===== config.mk =====
export PLATFORM = sky130hd
export DESIGN_NAME = svc_ram
export DESIGN_NICKNAME = d
export VERILOG_FILES = /design/src/rtl/core/svc_ram.sv
export SDC_FILE = /design/constraint.sdc
export NUM_CORES = 2
export LEC_CHECK = 0
export BUFFER_PORTS_ARGS = -buffer_cell sky130_fd_sc_hd__buf_2
export CAP_MARGIN = 30
export CELL_PAD_IN_SITES_DETAIL_PLACEMENT = 0
export CELL_PAD_IN_SITES_GLOBAL_PLACEMENT = 1
export CORE_MARGIN = 2
export CORE_UTILIZATION = 57
export DETAILED_ROUTE_END_ITERATION = 10
export PLACE_DENSITY = 0.81
export SETUP_SLACK_MARGIN = 0.02
export SYNTH_ARGS = -nofsm -noshare
export SYNTH_HDL_FRONTEND = slang
export SYNTH_SLANG_ARGS = --single-unit

===== constraint.sdc =====
create_clock -name clk -period 3.8 [get_ports clk]
set_input_delay 0.19 -clock clk [delete_from_list [all_inputs] [get_ports clk]]
set_output_delay 0.19 -clock clk [all_outputs]
set_load 0.01 [all_outputs]

===== src/rtl/core/svc_ram.sv =====
// Generic single-write, single-read RAM with registered read data.
// Holds the per-channel score and time queues; no dependencies.
module svc_ram #(
  parameter int unsigned WIDTH = 32,
  parameter int unsigned DEPTH = 128
) (
  input  logic                     clk,
  input  logic                     we,
  input  logic [$clog2(DEPTH)-1:0] waddr,
  input  logic [WIDTH-1:0]         wdata,
  input  logic [$clog2(DEPTH)-1:0] raddr,
  output logic [WIDTH-1:0]         rdata
);

  logic [WIDTH-1:0] mem [DEPTH];

  // Write port and registered read port
  always_ff @(posedge clk) begin
    if (we) begin
      mem[waddr] <= wdata;
    end
    rdata <= mem[raddr];
  end

endmodule


==> results.sh <==
export IMPL_cp_top_family="simple AND/OR/NAND/NOR gates"
export IMPL_hpwlAfterDp_um=231000
export IMPL_io_buffers=79
export IMPL_drt_wl_total_um=424000
export IMPL_setup_tns_ns=0
export IMPL_cts_buffer_depth=4
export IMPL_top_layer="met5"
export IMPL_start_util=0.572
export IMPL_finalMaxSlewViolations=0
export IMPL_syn_nets=6038
export IMPL_route_detailed_drc=0
export IMPL_rsz0062_at_grt="no"
export IMPL_post_route_period_util=0.765
export IMPL_postCtsSetupBuffers=0
export IMPL_clk_latency_ns=0.94
export IMPL_htreeDepth=5
export IMPL_hold_viol_final=0
export IMPL_synthToLayoutAreaGrowth_pct=14.2
export IMPL_first_pass_iters=6
export IMPL_grt_pass1_vias=73900
export IMPL_yosys_area_top_type_share=0.787
export IMPL_cts_buffers=393
export IMPL_root_buffer="clkbuf_16"
export IMPL_num_vias=73800
export IMPL_maxCapViolations=0
export IMPL_relSlewSlack=0.300
export IMPL_grt_max_degree=108
export IMPL_avgSynthCellArea_sq_um=26.1
export IMPL_intPower_w=0.0745
export IMPL_finalCriticalPeriod_ns=2.91
export IMPL_cts_tree="built"
export IMPL_fin_worst_skew_ns=0.0753
export IMPL_row_count=192
export IMPL_final_setup_viol_count=0
export IMPL_gp_congestion=0.840
export IMPL_io_pins=80
export IMPL_yosysUniqueCellTypes=17
export IMPL_grt_use_total=0.305
export IMPL_grt_antenna_before_repair=73
export IMPL_die_area_sq_um=278000
export IMPL_outcome="finished clean"
export IMPL_hp_class="input pin to flip-flop"
export IMPL_p_sw_frac=0.214
export IMPL_grt_pass1_wl_um=584000
export IMPL_powerDensity_nw_per_um2=531
export IMPL_crit_buf_inv=3
export IMPL_wl_met1_um=145000
export IMPL_yosys_area_top_type="edfxtp_1"
export IMPL_p_clk_frac=0.413
export IMPL_vias_per_cell=7.00
export IMPL_worst_setup_path_end_kind="flip-flop"
export IMPL_syn_area_sq_um=156000
export IMPL_p_comb_frac=0.055
export IMPL_numClockSinks=4128
export IMPL_tightest_slew_ns=1.05
export IMPL_ant_nets=0
export IMPL_vdd_drop_max_mv=0.412
export IMPL_overflow=0
export IMPL_nets=6628
export IMPL_final_core_util=0.653
export IMPL_dieHeight_um=528
export IMPL_cts_hold_buf=40
export IMPL_layout_drive_gt1_share=0.368
export IMPL_ys_warn_count=0
export IMPL_synthCells=5990
export IMPL_worstPathRequired_ns=4.39
export IMPL_dieWidth_um=528
export IMPL_power_switching_w=0.0203
export IMPL_routedWlPerCell_um=40.3
export IMPL_core_sq_um=273000
export IMPL_leakagePower_nw=55.1
export IMPL_startpoint_type="input pin"
export IMPL_wl_met3_um=60700
export IMPL_power_frac_seq=0.533
export IMPL_crit_fanout=16
export IMPL_arrival_ns=3.49
export IMPL_cts_resized=0
export IMPL_synth_seq_cells=4128
export IMPL_crit_type="input pin to flip-flop"
export IMPL_critical_path_max_stage_delay_ns=0.90
export IMPL_clk_pin_slew_worst_paths_ns=0.07
export IMPL_synthTopCellsByArea="edfxtp_1 (79%), mux4_2 (19%), clkbuf_1 (0.44%), dfxtp_1 (0.41%), nor2_1 (0.29%)"
export IMPL_drt_iter0_drc=12700
export IMPL_dr_wl_met2_um=199000
export IMPL_cp_cell_sequence="dlygate4sd3_1 -> buf_2 -> nor2b_1 -> nand3_1 -> nor2_4 -> buf_4"
export IMPL_slowest_stage="nor2_4"
export IMPL_synth_seq_area_share=0.791
export IMPL_max_freq_mhz=344
## logic make-up after synthesis
group / Yosys count / synth area share
buffers and inverters: 316 / 0.00839
and+or+nand+nor: 170 / 0.00446
muxes: 1376 / 0.196
DFF: 4128 / 0.791
## final cells by class
type	count	area, sq um
antenna	52	130
clock buffer	487	10400
clock inverter	227	2300
fill	16100	94700
multi-input combinational	1546	32300
sequential	4128	124000
tap	3589	4490
timing repair buffer	511	5200
## cells in the final DEF (no fill, tap or decap), types with 41 or more instances in the layout
cell,Yosys,final
dlygate4sd3_1,0,41
clkbuf_1,182,79
clkinv_2,0,73
diode_2,0,52
nor2_4,0,119
clkinv_1,0,76
clkbuf_16,0,397
bufinv_16,0,42
buf_12,0,86
buf_4,3,328
edfxtp_1,4096,4096
mux4_2,1344,1344
## flip-flops by register name, indices dropped and copies added, names as in the netlist
name / flops
rdata: 32
mem: 4096
## power groups by stage
stage / logic (W) / registers, W / clock network [W]
3_5_place_dp: 0.00497 / 0.0515 / 0
6_report: 0.00517 / 0.0505 / 0.0391
4_1_cts: 0.00506 / 0.0505 / 0.0393
2_1_floorplan: 0.00243 / 0.0513 / 0
5_1_grt: 0.00532 / 0.0505 / 0.0410
3_3_place_gp: 0.00486 / 0.0515 / 0
## per-stage QoR
stage,worst slack (ns),cell area [sq um],cells,hold slack (ns),power [W]
2_1_floorplan,0.371,156000,5990,0.289,0.0538
3_3_place_gp,0.238,165000,9718,0.523,0.0563
3_5_place_dp,0.220,165000,9723,0.552,0.0564
4_1_cts,1.07,178000,10500,0.00318,0.0949
5_1_grt,0.930,178000,10500,0.0598,0.0968
6_report,0.892,178000,10500,0.0683,0.0948
## worst paths after layout
| path | from | endpoint | slack (ns) | depth (start not counted) |
|---|---|---|---|---|
| min | wdata[23] | mem[98][23] | 0.07 | 2 |
| min reg2reg | mem[56][11] | rdata[11] | 1.11 | 4 |
| max | waddr[3] | mem[73][19] | 0.89 | 6 |
| max reg2reg | mem[6][27] | rdata[27] | 1.05 | 4 |
## metal layers
| layer | vias up | track usage |
|---|---|---|
| li1 | 27600 | - |
| met1 | 39500 | 0.422 |
| met2 | 5733 | 0.463 |
| met3 | 796 | 0.0934 |
| met4 | 44 | 0.119 |
| met5 | - | 0 |
## synth_stat cells
master / number
edfxtp_1: 4096
mux4_2: 1344
clkbuf_1: 182
nor2_1: 122
buf_2: 79
buf_1: 50
dfxtp_1: 32
mux2_2: 32
nand2_1: 14
nand3_1: 12
nor3_1: 9
nor2b_1: 7
buf_4: 3
nand4_1: 3
buf_6: 2
nand2b_1: 2
or3_1: 1
Note: power is estimated with default switching activity, not from simulation.
