[config.mk]
export PLATFORM = sky130hd
export DESIGN_NAME = svc_vote_unit
export DESIGN_NICKNAME = d
export VERILOG_FILES = /design/src/rtl/core/svc_pkg.sv /design/src/rtl/core/svc_vote_unit.sv
export SDC_FILE = /design/constraint.sdc
export NUM_CORES = 1
export LEC_CHECK = 0
export BUFFER_PORTS_ARGS = -buffer_cell sky130_fd_sc_hd__buf_2
export CAP_MARGIN = 30
export CORE_MARGIN = 4
export CORE_UTILIZATION = 50
export DETAILED_ROUTE_END_ITERATION = 10
export PLACE_DENSITY = 0.86
export SLEW_MARGIN = 20
export SYNTH_ARGS = -nofsm -noshare
export SYNTH_HDL_FRONTEND = slang
export SYNTH_SLANG_ARGS = --single-unit
export TNS_END_PERCENT = 20
[constraint.sdc]
create_clock -name clk -period 8.85 [get_ports clk]
set_input_delay 2.655 -clock clk [delete_from_list [all_inputs] [get_ports clk]]
set_output_delay 2.655 -clock clk [all_outputs]
set_load 0.01 [all_outputs]
[src/rtl/core/svc_pkg.sv]
// Shared types and constants for the score voting classifier.
// Used by svc_vote_unit and score_voting_classifier.
// No dependencies.
package svc_pkg;

  // Fixed field widths
  localparam int unsigned CH_W    = 3;
  localparam int unsigned SCORE_W = 32;
  localparam int unsigned LABEL_W = 32;
  localparam int unsigned TIME_W  = 64;
  localparam int unsigned REPS_W  = 5;
  localparam int unsigned CFG_W   = 32;
  localparam int unsigned CFG_IDX_W = 3;

  // Score of a target label: 1.0 in Q16.16
  localparam logic [SCORE_W-1:0] ONE_Q16 = 32'h0001_0000;
  // Most negative score and its saturated negation
  localparam logic [SCORE_W-1:0] SCORE_MIN = 32'h8000_0000;
  localparam logic [SCORE_W-1:0] SCORE_MAX = 32'h7FFF_FFFF;

  // Register indexes on the configuration port
  localparam logic [CFG_IDX_W-1:0] REG_VALUE_MODE   = 3'd0;
  localparam logic [CFG_IDX_W-1:0] REG_REPETITIONS  = 3'd1;
  localparam logic [CFG_IDX_W-1:0] REG_TARGET       = 3'd2;
  localparam logic [CFG_IDX_W-1:0] REG_NONTARGET    = 3'd3;
  localparam logic [CFG_IDX_W-1:0] REG_REJECT       = 3'd4;
  localparam logic [CFG_IDX_W-1:0] REG_RESULT_BASE  = 3'd5;
  localparam logic [CFG_IDX_W-1:0] REG_KEEP_FIRST   = 3'd6;

  // Sequencer states
  typedef enum logic [2:0] {
    S_IDLE,
    S_PUSH,
    S_CHECK,
    S_DEC_LOAD,
    S_DEC_READ,
    S_DRAIN,
    S_FINISH
  } svc_state_t;

  // One score read travelling from the sequencer to the vote unit
  typedef struct packed {
    logic valid;
    logic first_rep;
    logic last_rep;
    logic first_ch;
    logic last_ch;
  } svc_beat_t;

endpackage

[src/rtl/core/svc_vote_unit.sv]
// Shared accumulator and compare unit: sums one channel's scores a beat
// at a time, then compares the sum against the running best. Uses svc_pkg.
module svc_vote_unit #(
  parameter int unsigned CHANNELS   = 8,
  parameter int unsigned FIFO_DEPTH = 16
) (
  input  logic                          clk,
  input  logic                          rst_n,
  input  svc_pkg::svc_beat_t            beat,
  input  logic [$clog2(CHANNELS)-1:0]   beat_ch,
  input  logic [svc_pkg::SCORE_W-1:0]   rd_score,
  input  logic [svc_pkg::TIME_W-1:0]    rd_time,
  input  logic [svc_pkg::LABEL_W-1:0]   result_base,
  input  logic [svc_pkg::LABEL_W-1:0]   reject_label,
  input  logic                          keep_first,
  output logic                          done,
  output logic [svc_pkg::LABEL_W-1:0]   win_label,
  output logic [svc_pkg::TIME_W-1:0]    win_time
);

  localparam int unsigned SUM_W = svc_pkg::SCORE_W + $clog2(FIFO_DEPTH) + 1;
  localparam int unsigned CW    = $clog2(CHANNELS);

  logic signed [SUM_W-1:0] score_ext;
  logic signed [SUM_W-1:0] acc_r, acc_nxt;
  logic signed [SUM_W-1:0] best_r;
  logic [svc_pkg::TIME_W-1:0]  time_r;
  logic [CW-1:0]               cmp_ch_r;
  logic                        cmp_v_r, cmp_first_r, cmp_last_r;
  logic                        done_r;
  logic [svc_pkg::LABEL_W-1:0] label_r;
  logic [svc_pkg::TIME_W-1:0]  when_r;

  // Sign-extend the score and add it into the running sum
  assign score_ext = {{(SUM_W-svc_pkg::SCORE_W){rd_score[svc_pkg::SCORE_W-1]}}, rd_score};
  assign acc_nxt   = beat.first_rep ? score_ext : acc_r + score_ext;

  // Accumulate stage
  always_ff @(posedge clk) begin
    if (!rst_n) begin
      cmp_v_r <= 1'b0;
    end else begin
      cmp_v_r <= beat.valid && beat.last_rep;
    end
    if (beat.valid) begin
      acc_r <= acc_nxt;
    end
    if (beat.valid && beat.last_rep) begin
      time_r      <= rd_time;
      cmp_ch_r    <= beat_ch;
      cmp_first_r <= beat.first_ch;
      cmp_last_r  <= beat.last_ch;
    end
  end

  // Compare stage: strict maximum wins, a tie rejects unless keep-first
  always_ff @(posedge clk) begin
    if (!rst_n) begin
      done_r <= 1'b0;
    end else begin
      done_r <= cmp_v_r && cmp_last_r;
    end
    if (cmp_v_r) begin
      if (cmp_first_r || (acc_r > best_r)) begin
        best_r  <= acc_r;
        label_r <= result_base + svc_pkg::LABEL_W'(cmp_ch_r);
        when_r  <= time_r;
      end else if ((acc_r == best_r) && !keep_first) begin
        label_r <= reject_label;
        when_r  <= time_r;
      end
    end
  end

  assign done      = done_r;
  assign win_label = label_r;
  assign win_time  = when_r;

`ifndef SYNTHESIS
  // A decision completes only right after the last channel was compared
  a_done_after_last: assert property (@(posedge clk) disable iff (!rst_n)
    done_r |-> $past(cmp_v_r) && $past(cmp_last_r))
    else $error("vote done without a final compare");
`endif

endmodule

==> key figures <==
Outcome
  – Outcome: finished, final reports clean

Placed design
  – Place WS: 3120 ps
  – Placed cell areas: 13200 um2
  – Post-Place Cells: 1386
  – Final HPWL DP: 20900 um
  – GPL Wtd Cong: 0.918
  – PortBufs: 267

Synthesis
  – Synth Area per Inst: 13.5 um2
  – Number of synthesized flops with an enable pin: 239
  – Area leader, netlist: edfxtp_1
  – Register area share after synthesis: 62.6%
  – Distinct cells, synth: 53
  – Ys Warns: 0
  – Post-synthesis instance area: 11500 um2
  – Post-Synthesis Cells: 853
  – Register bit total from synthesis: 241
  – FFs w/ async S/R, synth: 0%
  – Top cells by count, synth: edfxtp_1 (239), ha_1 (76), nand2_1 (61)
  – Ys flop type: edfxtp_1
  – Synthesized Nets: 1102
  – Top-count cell post-synth: edfxtp_1
  – Area share of the largest cell type after synthesis: 62.2%
  – Synth area leaders: edfxtp_1 (62%), ha_1 (8.2%), mux2_2 (3.2%), xnor2_1 (3.1%), a21o_1 (2.7%)

Timing
  – Hold WS: 418 ps
  – Setup ws final: 3640 ps
  – Fin crit share: 58.8%
  – Max Freq: 192 MHz
  – Max Slew Vio Count: 0
  – RSZ-0062 raised after global routing: false
  – Final Critical Period: 5210 ps
  – Final worst clock skew: 12.6 ps
  – Worst rel slew slack: 41.2%
  – Final hold vios: 0
  – Worst slew pin tran: 883 ps
  – Fin Setup TNS: 0 ps
  – Final setup vio count: 0

Setup path
  – Worst stage delay on the critical path: 560 ps
  – WP data required: 9120 ps
  – Worst-path fanout max: 4
  – WS Path Type: in -> reg
  – R2r setup slk: 4990 ps
  – Critical path startpoint category: input pin
  – Delay-heaviest family, CP: simple AND/OR/NAND/NOR gates
  – Critical path's slowest cell: a211oi_1
  – Crit path cell chain: buf_2 > ha_1 > inv_1 > fa_1 > nand2b_1 > a211oi_1 > nand4_1 > nor3_1 > nand3_1 > xnor2_1 > mux2_2
  – CP arrival: 5480 ps
  – Worst Path Buf+Inv: 2
  – Critical Path End Type: flop

Global routing
  – Vias in the first global route: 7857
  – GRT Util Overall: 20.9%
  – First-pass GRT wire length: 42600 um
  – Initial antenna violation count: 6
  – Total gr overflow: 0
  – Largest net degree at the start of global routing: 74

Floorplanning
  – Rows: 55
  – Core area: 22600 um2
  – # IOs: 268
  – Starting density of the core: 51.0%
  – Die span in y: 160 um
  – Die Wd: 160 um
  – Die area: 25600 um2

Detailed routing
  – Initial DRC Count: 717
  – Final WL: 27800 um
  – Drt wl/cell: 19.4 um
  – ANT nets after route: 0
  – # DRC: 0
  – Drt via density: 5.53
  – Drt pass-1 iters: 5
  – Via count: 7937

CTS
  – Skew-Pair Late Insertion Delay: 520 ps
  – Hold Buf Count CTS: 0
  – H-tree Lvls: 1
  – Clock buffer depth: 3
  – CTS buffer count: 24
  – Clock sinks: 241
  – Clock root buffer: clkbuf_16
  – TritonCTS clock tree: built
  – Post-CTS Resized: 0
  – Post-CTS Setup Inserts: 0
  – Clk slew on worst S/H paths: 60 ps

Pwr
  – Ratio of total power to cell area: 206 nW/um2
  – Worst vdd ir: 0.000175 V
  – Pleak: 5.79 nW

Layout
  – Finished Layout Cells: 1434
  – Fill cell count: 1699
  – Cell area after layout: 14000 um2
  – Final nets: 1377
  – Layout cells sized above 1: 31.3%
  – Area growth from synthesis to layout: 21.2%

Min path
  – Min-delay worst type: reg -> reg

Run
  – Max Cap Violations: 0
## final timing paths
| check | from | to | depth (start not counted) |
|---|---|---|---|
| worst max-delay path | result_base[0] | win_label[28] | 11 |
| worst min-delay path | time_r[28] | win_time[28] | 0 |
| worst max register to register | acc_r[18] | win_label[4] | 10 |
| worst min register to register | time_r[28] | win_time[28] | 0 |
## kinds of logic (layout without fill, tap and decap cells)
logic type | Yosys count | in the layout | synth area share [%]
other | 0 | 5 | 0
XOR/XNOR | 59 | 59 | 4.48
buffers and inverters | 78 | 369 | 2.73
AO/OA/AOI/OAI | 182 | 182 | 10.2
adder cells (fa/ha/maj) | 78 | 78 | 8.59
multiplexers | 39 | 39 | 3.76
AND/OR/NAND/NOR | 176 | 176 | 7.70
flip-flops | 241 | 241 | 62.6
## where the power goes
group / switching, mW / leakage (nW) / internal [mW] / total [mW]
Sequential: 0.0372 / 2.25 / 1.36 / 1.39
Clock: 0.424 / 0.360 / 0.554 / 0.977
Combinational: 0.285 / 3.18 / 0.228 / 0.514
Total: 0.746 / 5.79 / 2.14 / 2.88
## through the flow
step	utilization [%]	power [mW]
after floorplan	-	1.76
after global placement	58.1	1.90
after detailed placement	58.3	1.92
after CTS	61.6	2.90
after global routing	61.8	3.02
final	61.8	2.88
## registers in the layout, indices dropped and copies added (netlist names)
signal       count
time_r          64
win_time        64
acc_r           37
best_r          37
win_label       32
cmp_ch_r         3
cmp_first_r      1
cmp_last_r       1
cmp_v_r          1
done             1
## cell type report
type / count / area [um2] / share of cell area (%)
inverters: 53 / 199 / 1.42
flip-flops and latches: 241 / 7220 / 51.6
multi-input cells: 534 / 4020 / 28.7
well taps: 285 / 357 / 2.55
clock buffers: 28 / 647 / 4.62
diodes: 5 / 12.5 / 0.0894
clock inverters: 14 / 113 / 0.805
repair buffers: 274 / 1430 / 10.2
## placed cells by master, fill, tap and decap left out, types with 5 or more instances in the layout
cell type / synthesis / routed
buf_4: 0 / 5
nand2b_1: 8 / 8
edfxtp_1: 239 / 239
o21ai_0: 47 / 47
mux2_2: 33 / 33
clkinvlp_4: 0 / 5
o21a_1: 5 / 5
and3_1: 6 / 6
inv_1: 53 / 53
ha_1: 76 / 76
nand4_1: 24 / 24
diode_2: 0 / 5
nand3_1: 23 / 23
nand2_1: 61 / 61
nor2_1: 25 / 25
nor3b_1: 5 / 5
a21oi_1: 49 / 49
xnor2_1: 41 / 41
xor2_1: 18 / 18
and4_1: 5 / 5
clkbuf_16: 0 / 25
a21o_1: 42 / 42
buf_2: 0 / 267
## layer usage
metal  GRT usage (%)  part of all wire, %  vias to the layer above
met3            3.77                  6.4                       74
met1            24.3                   38                     3752
li1                -                    -                     3774
met5               0                0.029                        -
met4            8.76                  4.5                        2
met2            38.1                   51                      335
## worst reg2reg max path, stage by stage, from the launching register on
cell	delay, ps
edfxtp_1	430
ha_1	340
nand4_1	160
nor3_1	510
o21ai_0	250
o211ai_1	240
a21o_1	240
o21a_1	130
o31a_2	540
buf_4	360
buf_16	310
(Power assumes the default switching activity.)
